**config.mk**
```make
export PLATFORM = sky130hd
export DESIGN_NAME = http_chunked_body_decoder_flat
export DESIGN_NICKNAME = d
export VERILOG_FILES = /design/src/rtl/core/hcd_pkg.sv /design/src/rtl/core/hcd_if.sv /design/src/rtl/core/hcd_front.sv /design/src/rtl/core/hcd_queue.sv /design/src/rtl/core/hcd_back.sv /design/src/rtl/core/http_chunked_body_decoder.sv /design/src/flat_wrapper.sv
export SDC_FILE = /design/constraint.sdc
export NUM_CORES = 1
export LEC_CHECK = 0
export BUFFER_PORTS_ARGS = -buffer_cell sky130_fd_sc_hd__buf_2
export CORE_MARGIN = 4
export CORE_UTILIZATION = 25
export DETAILED_ROUTE_END_ITERATION = 10
export MAX_ROUTING_LAYER = met4
export PLACE_DENSITY = 0.4
export SYNTH_ARGS = -nofsm -noshare
export SYNTH_HDL_FRONTEND = slang
export SYNTH_SLANG_ARGS = --single-unit
```
**constraint.sdc**
```tcl
create_clock -name clk_i -period 7.4 [get_ports clk_i]
set_input_delay 1.48 -clock clk_i [delete_from_list [all_inputs] [get_ports clk_i]]
set_output_delay 1.48 -clock clk_i [all_outputs]
set_load 0.005 [all_outputs]
```
**src/rtl/core/hcd_pkg.sv**
```systemverilog
// Shared types, constants and helpers of the chunked body decoder.
`timescale 1ns / 1ps

package hcd_pkg;

  localparam logic [7:0] ByteCr = 8'h0D;
  localparam logic [7:0] ByteLf = 8'h0A;

  // Status carried by an end record.
  typedef enum logic [1:0] {
    END_OK          = 2'd0,
    END_NO_LINE_END = 2'd1,
    END_TRUNCATED   = 2'd2,
    END_OVERFLOW    = 2'd3
  } end_status_e;

  // Parsing phase of the front part.
  typedef enum logic [3:0] {
    PH_SIZE  = 4'b0001,
    PH_DATA  = 4'b0010,
    PH_SKIP  = 4'b0100,
    PH_DRAIN = 4'b1000
  } phase_e;

  // One queued command: an optional data word followed by an optional end word.
  typedef struct packed {
    logic        has_data;
    logic [7:0]  data;
    logic        has_end;
    logic [31:0] total;
    end_status_e status;
  } cmd_t;

  // Result of decoding one ASCII hex digit.
  typedef struct packed {
    logic       valid;
    logic [3:0] value;
  } hex_t;

  function automatic hex_t hex_decode(logic [7:0] b);
    hex_t h;
    h = '0;
    case (b) inside
      [8'h30:8'h39]: begin
        h.valid = 1'b1;
        h.value = b[3:0];
      end
      [8'h41:8'h46], [8'h61:8'h66]: begin
        h.valid = 1'b1;
        h.value = b[3:0] + 4'd9;
      end
      default: h = '0;
    endcase
    return h;
  endfunction

endpackage

```
**src/rtl/core/hcd_if.sv**
```systemverilog
// Stream interfaces for the input bytes and the decoded result words.
`timescale 1ns / 1ps

interface hcd_in_if;
  logic       valid;
  logic       ready;
  logic [7:0] in_byte;
  logic       in_last;

  modport source (output valid, output in_byte, output in_last, input ready);
  modport sink (input valid, input in_byte, input in_last, output ready);
endinterface

interface hcd_out_if;
  logic        valid;
  logic        ready;
  logic [7:0]  out_byte;
  logic        is_end;
  logic [31:0] total_length;
  logic [1:0]  end_status;

  modport source (output valid, output out_byte, output is_end, output total_length,
                  output end_status, input ready);
  modport sink (input valid, input out_byte, input is_end, input total_length,
                input end_status, output ready);
endinterface

```
**src/rtl/core/hcd_front.sv**
```systemverilog
// Front part: parses chunk framing and turns data bytes and end records into commands.
`timescale 1ns / 1ps

module hcd_front (
  input  logic          clk_i,
  input  logic          rst_ni,
  input  logic          in_valid_i,
  input  logic [7:0]    in_byte_i,
  input  logic          in_last_i,
  output logic          in_ready_o,
  output logic          push_o,
  output hcd_pkg::cmd_t cmd_o,
  input  logic          full_i
);
  import hcd_pkg::*;

  phase_e      phase_q, phase_d;
  logic        prev_cr_q, prev_cr_d;
  logic [30:0] size_q, size_d;
  logic        hex_stop_q, hex_stop_d;
  logic        ovf_q, ovf_d;
  logic [30:0] left_q, left_d;
  logic [1:0]  skip_q, skip_d;
  logic [31:0] total_q, total_d;

  logic        fire;
  logic        end_now;
  end_status_e status;
  hex_t        hv;
  logic [30:0] left_dec;
  logic [1:0]  skip_dec;
  logic [31:0] total_inc;
  cmd_t        cmd;

  assign in_ready_o = !full_i;
  assign fire       = in_valid_i && !full_i;
  assign hv         = hex_decode(in_byte_i);
  assign left_dec   = left_q - 31'd1;
  assign skip_dec   = skip_q - 2'd1;
  assign total_inc  = (total_q == '1) ? total_q : total_q + 32'd1;

  // Next-state logic of the framing parser.
  always_comb begin
    phase_d    = phase_q;
    prev_cr_d  = prev_cr_q;
    size_d     = size_q;
    hex_stop_d = hex_stop_q;
    ovf_d      = ovf_q;
    left_d     = left_q;
    skip_d     = skip_q;
    total_d    = total_q;
    end_now    = 1'b0;
    status     = END_OK;
    cmd        = '0;

    if (fire) begin
      case (phase_q)
        PH_DRAIN: begin
          // Trailing bytes after an end record are dropped until the last one.
          if (in_last_i) begin
            phase_d = PH_SIZE;
            total_d = '0;
          end
        end
        PH_DATA: begin
          cmd.has_data = 1'b1;
          cmd.data     = in_byte_i;
          total_d      = total_inc;
          left_d       = left_dec;
          if (left_dec == '0) begin
            phase_d = PH_SKIP;
            skip_d  = 2'd2;
          end
          if (in_last_i) begin
            end_now = 1'b1;
            status  = (left_dec != '0) ? END_TRUNCATED : END_NO_LINE_END;
          end
        end
        PH_SKIP: begin
          skip_d = skip_dec;
          if (skip_dec == '0) begin
            phase_d    = PH_SIZE;
            prev_cr_d  = 1'b0;
            size_d     = '0;
            hex_stop_d = 1'b0;
            ovf_d      = 1'b0;
          end
          if (in_last_i) begin
            end_now = 1'b1;
            status  = END_NO_LINE_END;
          end
        end
        PH_SIZE: begin
          if (prev_cr_q && in_byte_i == ByteLf) begin
            // Size line complete.
            if (ovf_q) begin
              end_now = 1'b1;
              status  = END_OVERFLOW;
            end else if (size_q == '0) begin
              end_now = 1'b1;
              status  = END_OK;
            end else begin
              left_d     = size_q;
              phase_d    = PH_DATA;
              prev_cr_d  = 1'b0;
              size_d     = '0;
              hex_stop_d = 1'b0;
              ovf_d      = 1'b0;
              if (in_last_i) begin
                end_now = 1'b1;
                status  = END_TRUNCATED;
              end
            end
          end else begin
            // Accumulate leading hex digits; the first other byte freezes the size.
            if (!hex_stop_q) begin
              if (!hv.valid) begin
                hex_stop_d = 1'b1;
              end else if (!ovf_q) begin
                if (size_q[30:27] != '0) begin
                  ovf_d = 1'b1;
                end else begin
                  size_d = {size_q[26:0], hv.value};
                end
              end
            end
            prev_cr_d = (in_byte_i == ByteCr);
            if (in_last_i) begin
              end_now = 1'b1;
              status  = END_NO_LINE_END;
            end
          end
        end
        default: phase_d = PH_SIZE;
      endcase

      // An end record closes the body; the last word restarts the parser.
      if (end_now) begin
        cmd.has_end = 1'b1;
        cmd.total   = total_d;
        cmd.status  = status;
        if (in_last_i) begin
          phase_d = PH_SIZE;
          total_d = '0;
        end else begin
          phase_d = PH_DRAIN;
        end
      end

      if (in_last_i) begin
        prev_cr_d  = 1'b0;
        size_d     = '0;
        hex_stop_d = 1'b0;
        ovf_d      = 1'b0;
        left_d     = '0;
        skip_d     = '0;
      end
    end
  end

  assign push_o = fire && (cmd.has_data || cmd.has_end);
  assign cmd_o  = cmd;

  // Parser state registers.
  always_ff @(posedge clk_i or negedge rst_ni) begin
    if (!rst_ni) begin
      phase_q    <= PH_SIZE;
      prev_cr_q  <= 1'b0;
      size_q     <= '0;
      hex_stop_q <= 1'b0;
      ovf_q      <= 1'b0;
      left_q     <= '0;
      skip_q     <= '0;
      total_q    <= '0;
    end else begin
      phase_q    <= phase_d;
      prev_cr_q  <= prev_cr_d;
      size_q     <= size_d;
      hex_stop_q <= hex_stop_d;
      ovf_q      <= ovf_d;
      left_q     <= left_d;
      skip_q     <= skip_d;
      total_q    <= total_d;
    end
  end

endmodule

```
**src/rtl/core/hcd_queue.sv**
```systemverilog
// Short command queue between the parser and the result stage.
`timescale 1ns / 1ps

module hcd_queue #(
  parameter int unsigned Depth = 4
) (
  input  logic          clk_i,
  input  logic          rst_ni,
  input  logic          push_i,
  input  hcd_pkg::cmd_t cmd_i,
  output logic          full_o,
  input  logic          pop_i,
  output logic          empty_o,
  output hcd_pkg::cmd_t head_o
);
  import hcd_pkg::*;

  localparam int unsigned PtrW = (Depth > 1) ? $clog2(Depth) : 1;
  localparam int unsigned CntW = $clog2(Depth + 1);

  cmd_t            mem_q [Depth];
  logic [PtrW-1:0] wptr_q, rptr_q;
  logic [CntW-1:0] cnt_q;
  logic            do_push, do_pop;

  assign full_o  = (cnt_q == CntW'(Depth));
  assign empty_o = (cnt_q == '0);
  assign do_push = push_i && !full_o;
  assign do_pop  = pop_i && !empty_o;
  assign head_o  = mem_q[rptr_q];

  // Entry storage.
  always_ff @(posedge clk_i) begin
    if (do_push) begin
      mem_q[wptr_q] <= cmd_i;
    end
  end

  // Pointers and fill count.
  always_ff @(posedge clk_i or negedge rst_ni) begin
    if (!rst_ni) begin
      wptr_q <= '0;
      rptr_q <= '0;
      cnt_q  <= '0;
    end else begin
      if (do_push) begin
        wptr_q <= (wptr_q == PtrW'(Depth - 1)) ? '0 : wptr_q + PtrW'(1);
      end
      if (do_pop) begin
        rptr_q <= (rptr_q == PtrW'(Depth - 1)) ? '0 : rptr_q + PtrW'(1);
      end
      if (do_push && !do_pop) begin
        cnt_q <= cnt_q + CntW'(1);
      end else if (do_pop && !do_push) begin
        cnt_q <= cnt_q - CntW'(1);
      end
    end
  end

endmodule

```
**src/rtl/core/hcd_back.sv**
```systemverilog
// Back part: expands queued commands into data and end words on the output register.
`timescale 1ns / 1ps

module hcd_back (
  input  logic          clk_i,
  input  logic          rst_ni,
  input  logic          empty_i,
  input  hcd_pkg::cmd_t head_i,
  output logic          pop_o,
  output logic          out_valid_o,
  input  logic          out_ready_i,
  output logic [7:0]    out_byte_o,
  output logic          is_end_o,
  output logic [31:0]   total_length_o,
  output logic [1:0]    end_status_o
);
  import hcd_pkg::*;

  logic        valid_q, valid_d;
  logic        sent_q, sent_d;
  logic        load;
  logic        emit_data;
  logic [7:0]  byte_q;
  logic        end_q;
  logic [31:0] total_q;
  logic [1:0]  status_q;

  assign load      = !valid_q || out_ready_i;
  assign emit_data = head_i.has_data && !sent_q;

  // Choose the next word: the data word of a command first, then its end word.
  always_comb begin
    valid_d = valid_q;
    sent_d  = sent_q;
    pop_o   = 1'b0;
    if (load) begin
      valid_d = !empty_i;
      if (!empty_i) begin
        if (emit_data && head_i.has_end) begin
          sent_d = 1'b1;
        end else begin
          pop_o  = 1'b1;
          sent_d = 1'b0;
        end
      end
    end
  end

  // Output payload register.
  always_ff @(posedge clk_i) begin
    if (load && !empty_i) begin
      if (emit_data) begin
        byte_q   <= head_i.data;
        end_q    <= 1'b0;
        total_q  <= '0;
        status_q <= END_OK;
      end else begin
        byte_q   <= '0;
        end_q    <= 1'b1;
        total_q  <= head_i.total;
        status_q <= head_i.status;
      end
    end
  end

  // Output valid and the data-sent mark of the head command.
  always_ff @(posedge clk_i or negedge rst_ni) begin
    if (!rst_ni) begin
      valid_q <= 1'b0;
      sent_q  <= 1'b0;
    end else begin
      valid_q <= valid_d;
      sent_q  <= sent_d;
    end
  end

  assign out_valid_o    = valid_q;
  assign out_byte_o     = byte_q;
  assign is_end_o       = end_q;
  assign total_length_o = total_q;
  assign end_status_o   = status_q;

endmodule

```
**src/rtl/core/http_chunked_body_decoder.sv**
```systemverilog
// Top level of the HTTP chunked body decoder.
//
//   Port   Direction  Word                     Handshake
//   in_i   sink       in_byte, in_last         valid/ready
//   out_o  source     out_byte, is_end,        valid/ready
//                     total_length, end_status
//
// One input word is taken every cycle while the command queue has room.
// A data word with an end record leaves as two output words, data first;
// the result register then sets the sustained rate of such commands.
// Reset is asynchronous and active low and leaves the parser looking for a
// size line. Either side may stall; the queue of QueueDepth commands lets
// the parser run ahead of the output.
`timescale 1ns / 1ps

module http_chunked_body_decoder #(
  parameter int unsigned QueueDepth = 4
) (
  input  logic      clk_i,
  input  logic      rst_ni,
  hcd_in_if.sink    in_i,
  hcd_out_if.source out_o
);
  import hcd_pkg::*;

  logic push, full, pop, empty;
  cmd_t cmd, head;

  hcd_front u_front (
    .clk_i      (clk_i),
    .rst_ni     (rst_ni),
    .in_valid_i (in_i.valid),
    .in_byte_i  (in_i.in_byte),
    .in_last_i  (in_i.in_last),
    .in_ready_o (in_i.ready),
    .push_o     (push),
    .cmd_o      (cmd),
    .full_i     (full)
  );

  hcd_queue #(
    .Depth (QueueDepth)
  ) u_queue (
    .clk_i   (clk_i),
    .rst_ni  (rst_ni),
    .push_i  (push),
    .cmd_i   (cmd),
    .full_o  (full),
    .pop_i   (pop),
    .empty_o (empty),
    .head_o  (head)
  );

  hcd_back u_back (
    .clk_i          (clk_i),
    .rst_ni         (rst_ni),
    .empty_i        (empty),
    .head_i         (head),
    .pop_o          (pop),
    .out_valid_o    (out_o.valid),
    .out_ready_i    (out_o.ready),
    .out_byte_o     (out_o.out_byte),
    .is_end_o       (out_o.is_end),
    .total_length_o (out_o.total_length),
    .end_status_o   (out_o.end_status)
  );

endmodule

```
**src/flat_wrapper.sv**
```systemverilog
// flat-port wrapper written by rule: the top's interface ports become plain ports
module http_chunked_body_decoder_flat import hcd_pkg::*;
#(
  parameter int unsigned QueueDepth = 4
)
  (clk_i, rst_ni, in_i_valid, in_i_in_byte, in_i_in_last, in_i_ready, out_o_valid, out_o_out_byte, out_o_is_end, out_o_total_length, out_o_end_status, out_o_ready);
  hcd_in_if in_i_i ();
  hcd_out_if out_o_i ();
  input  logic clk_i;
  input  logic rst_ni;
  input wire logic [$bits(in_i_i.valid)-1:0] in_i_valid;
  input wire logic [$bits(in_i_i.in_byte)-1:0] in_i_in_byte;
  input wire logic [$bits(in_i_i.in_last)-1:0] in_i_in_last;
  output wire logic [$bits(in_i_i.ready)-1:0] in_i_ready;
  output wire logic [$bits(out_o_i.valid)-1:0] out_o_valid;
  output wire logic [$bits(out_o_i.out_byte)-1:0] out_o_out_byte;
  output wire logic [$bits(out_o_i.is_end)-1:0] out_o_is_end;
  output wire logic [$bits(out_o_i.total_length)-1:0] out_o_total_length;
  output wire logic [$bits(out_o_i.end_status)-1:0] out_o_end_status;
  input wire logic [$bits(out_o_i.ready)-1:0] out_o_ready;
  assign in_i_i.valid = in_i_valid;
  assign in_i_i.in_byte = in_i_in_byte;
  assign in_i_i.in_last = in_i_in_last;
  assign in_i_ready = in_i_i.ready;
  assign out_o_valid = out_o_i.valid;
  assign out_o_out_byte = out_o_i.out_byte;
  assign out_o_is_end = out_o_i.is_end;
  assign out_o_total_length = out_o_i.total_length;
  assign out_o_end_status = out_o_i.end_status;
  assign out_o_i.ready = out_o_ready;
  http_chunked_body_decoder #(.QueueDepth(QueueDepth)) u_core (.clk_i(clk_i), .rst_ni(rst_ni), .in_i(in_i_i), .out_o(out_o_i));
endmodule
```
==> impl_metrics.json <==
{
  "via_per_inst": 4.90,
  "synthesis.instances": 1327,
  "finalPower_mw": 7.11,
  "vdd_drop_max_mv": 0.213,
  "chipWidth_um": 258,
  "synth_enable_flop_cells": 219,
  "top_level_ports": 58,
  "portBuffers": 57,
  "drc_errors": 0,
  "max_freq_mhz": 201,
  "p_per_area_nw_per_um2": 389,
  "h-tree-depth": 2,
  "critical_path.max_fanout": 33,
  "drt_first_pass_iters": 5,
  "share_of_the_clock_period_used_by_the_worst_path_pct": 67.2,
  "synth_largest_area_cell": "sky130_fd_sc_hd__edfxtp_1",
  "design.die.area_um2": 66700,
  "post_drt_wl_per_cell_um": 19.6,
  "postCtsHoldBufs": 0,
  "hp-class": "flip-flop to flip-flop",
  "hold_viol_final": 0,
  "setup_viol_count_final": 0,
  "clk_path_buf_depth": 3,
  "grt-ovfl-total": 0,
  "worst_setup_path_category": "primary input to flip-flop",
  "grt_pass1_wl_mm": 68.5,
  "timing.critical_path.from_type": "primary input",
  "crit_path_dat_ns": 5.22,
  "tritoncts": "built",
  "clk-insertion-delay-late_ns": 0.58,
  "maximum_number_of_pins_on_one_net_before_global_route_repair": 65,
  "total_nets_after_synthesis": 1355,
  "worst_clock_skew_ns": 0.0541,
  "post_cts_buffers": 0,
  "ratio_of_cells_with_drive_above_1_in_the_final_layout_pct": 15.6,
  "worstMarginPinSlew_ns": 1.14,
  "global_route.usage.total_pct": 13.5,
  "total_detailed_routing_wirelength_mm": 43.8,
  "maxSlewViolCount": 0,
  "synth.ff_latch_count": 331,
  "drc_violation_total_after_the_first_tritonroute_iteration": 645,
  "slew_headroom_pct": 24.0,
  "synth.top_cell.area_share_pct": 42.0,
  "critical_path.n_buffers_inverters": 2,
  "post_cts_resize_count": 0,
  "ys_types": 72,
  "initial_antenna_violation_count": 0,
  "p_leak_nw": 6.48,
  "synth.avg_cell_area_um2": 11.8,
  "layout-area-overhead-vs-synth_pct": 16.9,
  "critical_path_cell_list": "buf_2, nor4_1, and3_1, and2_1, a21oi_1, or2_2, nand2_1, and2_2, buf_4",
  "leading_register_cell_type_out_of_synthesis": "sky130_fd_sc_hd__edfxtp_1",
  "postSynth.asyncResetShare_pct": 33.8,
  "cts.sinks": 331,
  "crit_required_ns": 7.65,
  "core_um2": 61800,
  "maxCapViolations": 0,
  "placed_area_um2": 16900,
  "min_from": "u_core.u_queue.cnt_q[2]",
  "critical_path.max_stage_delay_ns": 0.75,
  "ys_warn_count": 0,
  "vias_in_the_first_global_route": 11200,
  "row_count": 91,
  "setup-tns-final_ns": 0,
  "worst_setup_path_startpoint": "in_i_in_byte[7]",
  "run_status": "completed",
  "dieHeight_um": 258,
  "fillers": 6306,
  "dp_hpwl_mm": 27.8,
  "critPathSlowestCell": "sky130_fd_sc_hd__and2_2",
  "floorplan.initialDensity_pct": 25.3,
  "critical_path.reg2reg.startpoint": "u_core.u_front.phase_q[0]",
  "antenna_cells": 0,
  "gp_routability_congestion": 0.811,
  "leading_cell_types_by_total_area_after_synthesis": "sky130_fd_sc_hd__edfxtp_1, sky130_fd_sc_hd__dfrtp_1, sky130_fd_sc_hd__mux4_2",
  "num_vias": 10900,
  "timing.critical_path.to_type": "flip-flop",
  "antenna_violating_nets_post_route": 0,
  "finalHoldWorstSlack_ns": 0.497,
  "clkSlewWorstSetupHoldPaths_ns": 0.06,
  "seq_area_frac_synth_pct": 60.0,
  "cts_made_buffers": 41,
  "period_needed_ns": 4.97,
  "num-nets-final": 1393,
  "finalInstanceArea_um2": 18300,
  "cp_top_family": "simple AND/OR/NAND/NOR gates",
  "mappedNetlistArea_um2": 15600,
  "clock-root-buffer": "sky130_fd_sc_hd__clkbuf_16",
  "grt_setup_unrepaired": "false"
}
-- stage by stage --
stage | setup WS (ns) | util, % | cells
4_1_cts | 2.47 | 29.6 | 2234
5_1_grt | 2.29 | 29.6 | 2234
3_5_place_dp | 1.86 | 27.3 | 2159
3_3_place_gp | 1.94 | 27.3 | 2159
2_1_floorplan | 2.03 | - | 1327
6_report | 2.43 | 29.6 | 2234
-- synthesized netlist by cell type (8+ instances only) --
| cell | number |
|---|---|
| sky130_fd_sc_hd__a21oi_1 | 80 |
| sky130_fd_sc_hd__a22oi_1 | 14 |
| sky130_fd_sc_hd__a21o_1 | 8 |
| sky130_fd_sc_hd__ha_1 | 14 |
| sky130_fd_sc_hd__nor2b_1 | 39 |
| sky130_fd_sc_hd__nor4b_1 | 8 |
| sky130_fd_sc_hd__dfrtp_1 | 111 |
| sky130_fd_sc_hd__nor4_1 | 29 |
| sky130_fd_sc_hd__o21ai_0 | 120 |
| sky130_fd_sc_hd__or3_1 | 12 |
| sky130_fd_sc_hd__o311ai_0 | 9 |
| sky130_fd_sc_hd__or4_1 | 9 |
| sky130_fd_sc_hd__inv_1 | 22 |
| sky130_fd_sc_hd__and2_1 | 20 |
| sky130_fd_sc_hd__nand2_1 | 134 |
| sky130_fd_sc_hd__nor3_1 | 41 |
| sky130_fd_sc_hd__and3_1 | 18 |
| sky130_fd_sc_hd__nor2_1 | 92 |
| sky130_fd_sc_hd__a31oi_1 | 11 |
| sky130_fd_sc_hd__nand4_1 | 20 |
| sky130_fd_sc_hd__clkbuf_1 | 71 |
| sky130_fd_sc_hd__o31ai_1 | 12 |
| sky130_fd_sc_hd__mux4_2 | 44 |
| sky130_fd_sc_hd__nand3_1 | 34 |
| sky130_fd_sc_hd__nand2b_1 | 8 |
| sky130_fd_sc_hd__edfxtp_1 | 219 |
-- sequential cells by signal, indices dropped and copies added (netlist names), 2 cells and up --
signal / count
u_core.u_back.end_status_o: 2
u_core.u_front.left_q: 31
u_core.u_queue.mem_q: 176
u_core.u_front.phase_q: 4
u_core.u_front.skip_q: 2
u_core.u_queue.wptr_q: 2
u_core.u_back.out_byte_o: 8
u_core.u_queue.cnt_q: 3
u_core.u_queue.rptr_q: 2
u_core.u_front.total_q: 32
u_core.u_back.total_length_o: 32
u_core.u_front.size_q: 31
-- metal layers --
layer	vias to the layer above	wire length (um)	GRT usage (%)
met4	0	1280	4.63
met1	5518	20100	17.5
met3	86	1430	1.98
met5	-	0	-
li1	5136	-	-
met2	201	21000	21.7
-- worst register-to-register path: stages, from the launching register on --
cell	delay, ns
sky130_fd_sc_hd__dfstp_2	0.61
sky130_fd_sc_hd__nor4b_2	0.21
sky130_fd_sc_hd__buf_4	0.53
sky130_fd_sc_hd__nor3_1	0.26
sky130_fd_sc_hd__or3_1	0.42
sky130_fd_sc_hd__or2_2	0.59
sky130_fd_sc_hd__nand2_1	0.32
sky130_fd_sc_hd__and2_2	0.75
sky130_fd_sc_hd__buf_4	0.42
-- path summary, 6_finish.rpt --
check / endpoint / slack [ns] / cells past startpoint
min in group asynchronous: u_core.u_front.total_q[0] / 1.08 / 1
worst max-delay path: u_core.u_queue.mem_q[0][19] / 2.43 / 9
max in group asynchronous: u_core.u_front.left_q[26] / 5.05 / 2
worst min-delay path: u_core.u_queue.cnt_q[2] / 0.50 / 1
worst max register to register: u_core.u_queue.mem_q[0][19] / 3.00 / 8
worst min register to register: u_core.u_queue.cnt_q[2] / 0.50 / 1
-- where the power goes --
group	internal [mW]	switching, mW	leakage [nW]
Combinational	0.926	1.50	2.17
Clock	1.28	0.816	0.682
Sequential	2.36	0.231	3.64
Total	4.57	2.55	6.48
-- cell type report --
cell class / count / area, um2 / share of cell area [%]
Multi-Input combinational cell: 891 / 5910 / 32.3
Timing Repair Buffer: 78 / 445 / 2.44
Tap cell: 837 / 1050 / 5.73
Inverter: 22 / 82.6 / 0.452
Sequential cell: 331 / 9390 / 51.3
Clock inverter: 24 / 297 / 1.62
Clock buffer: 51 / 1120 / 6.10
-- cell families (layout without fill, tap and decap cells) --
| logic type | count (synthesis) | after routing | share of synthesized area [%] |
|---|---|---|---|
| flops | 331 | 331 | 60.0 |
| xor+xnor | 11 | 11 | 0.616 |
| fa+ha+maj | 15 | 15 | 1.25 |
| compound gates | 308 | 308 | 11.8 |
| mux | 53 | 53 | 6.95 |
| buf+inv | 105 | 175 | 2.60 |
| simple gates | 504 | 504 | 16.8 |
-- layout by cell type, fill, tap and decap left out, types with 29 or more instances in the layout --
master / n
sky130_fd_sc_hd__clkbuf_16: 43
sky130_fd_sc_hd__mux4_2: 44
sky130_fd_sc_hd__nor2_1: 91
sky130_fd_sc_hd__nor2b_1: 38
sky130_fd_sc_hd__edfxtp_1: 219
sky130_fd_sc_hd__a21oi_1: 79
sky130_fd_sc_hd__nor3_1: 41
sky130_fd_sc_hd__o21ai_0: 120
sky130_fd_sc_hd__nor4_1: 29
sky130_fd_sc_hd__buf_2: 56
sky130_fd_sc_hd__nand3_1: 34
sky130_fd_sc_hd__dfrtp_1: 109
sky130_fd_sc_hd__nand2_1: 134
Note: power is estimated with default switching activity, not from simulation.
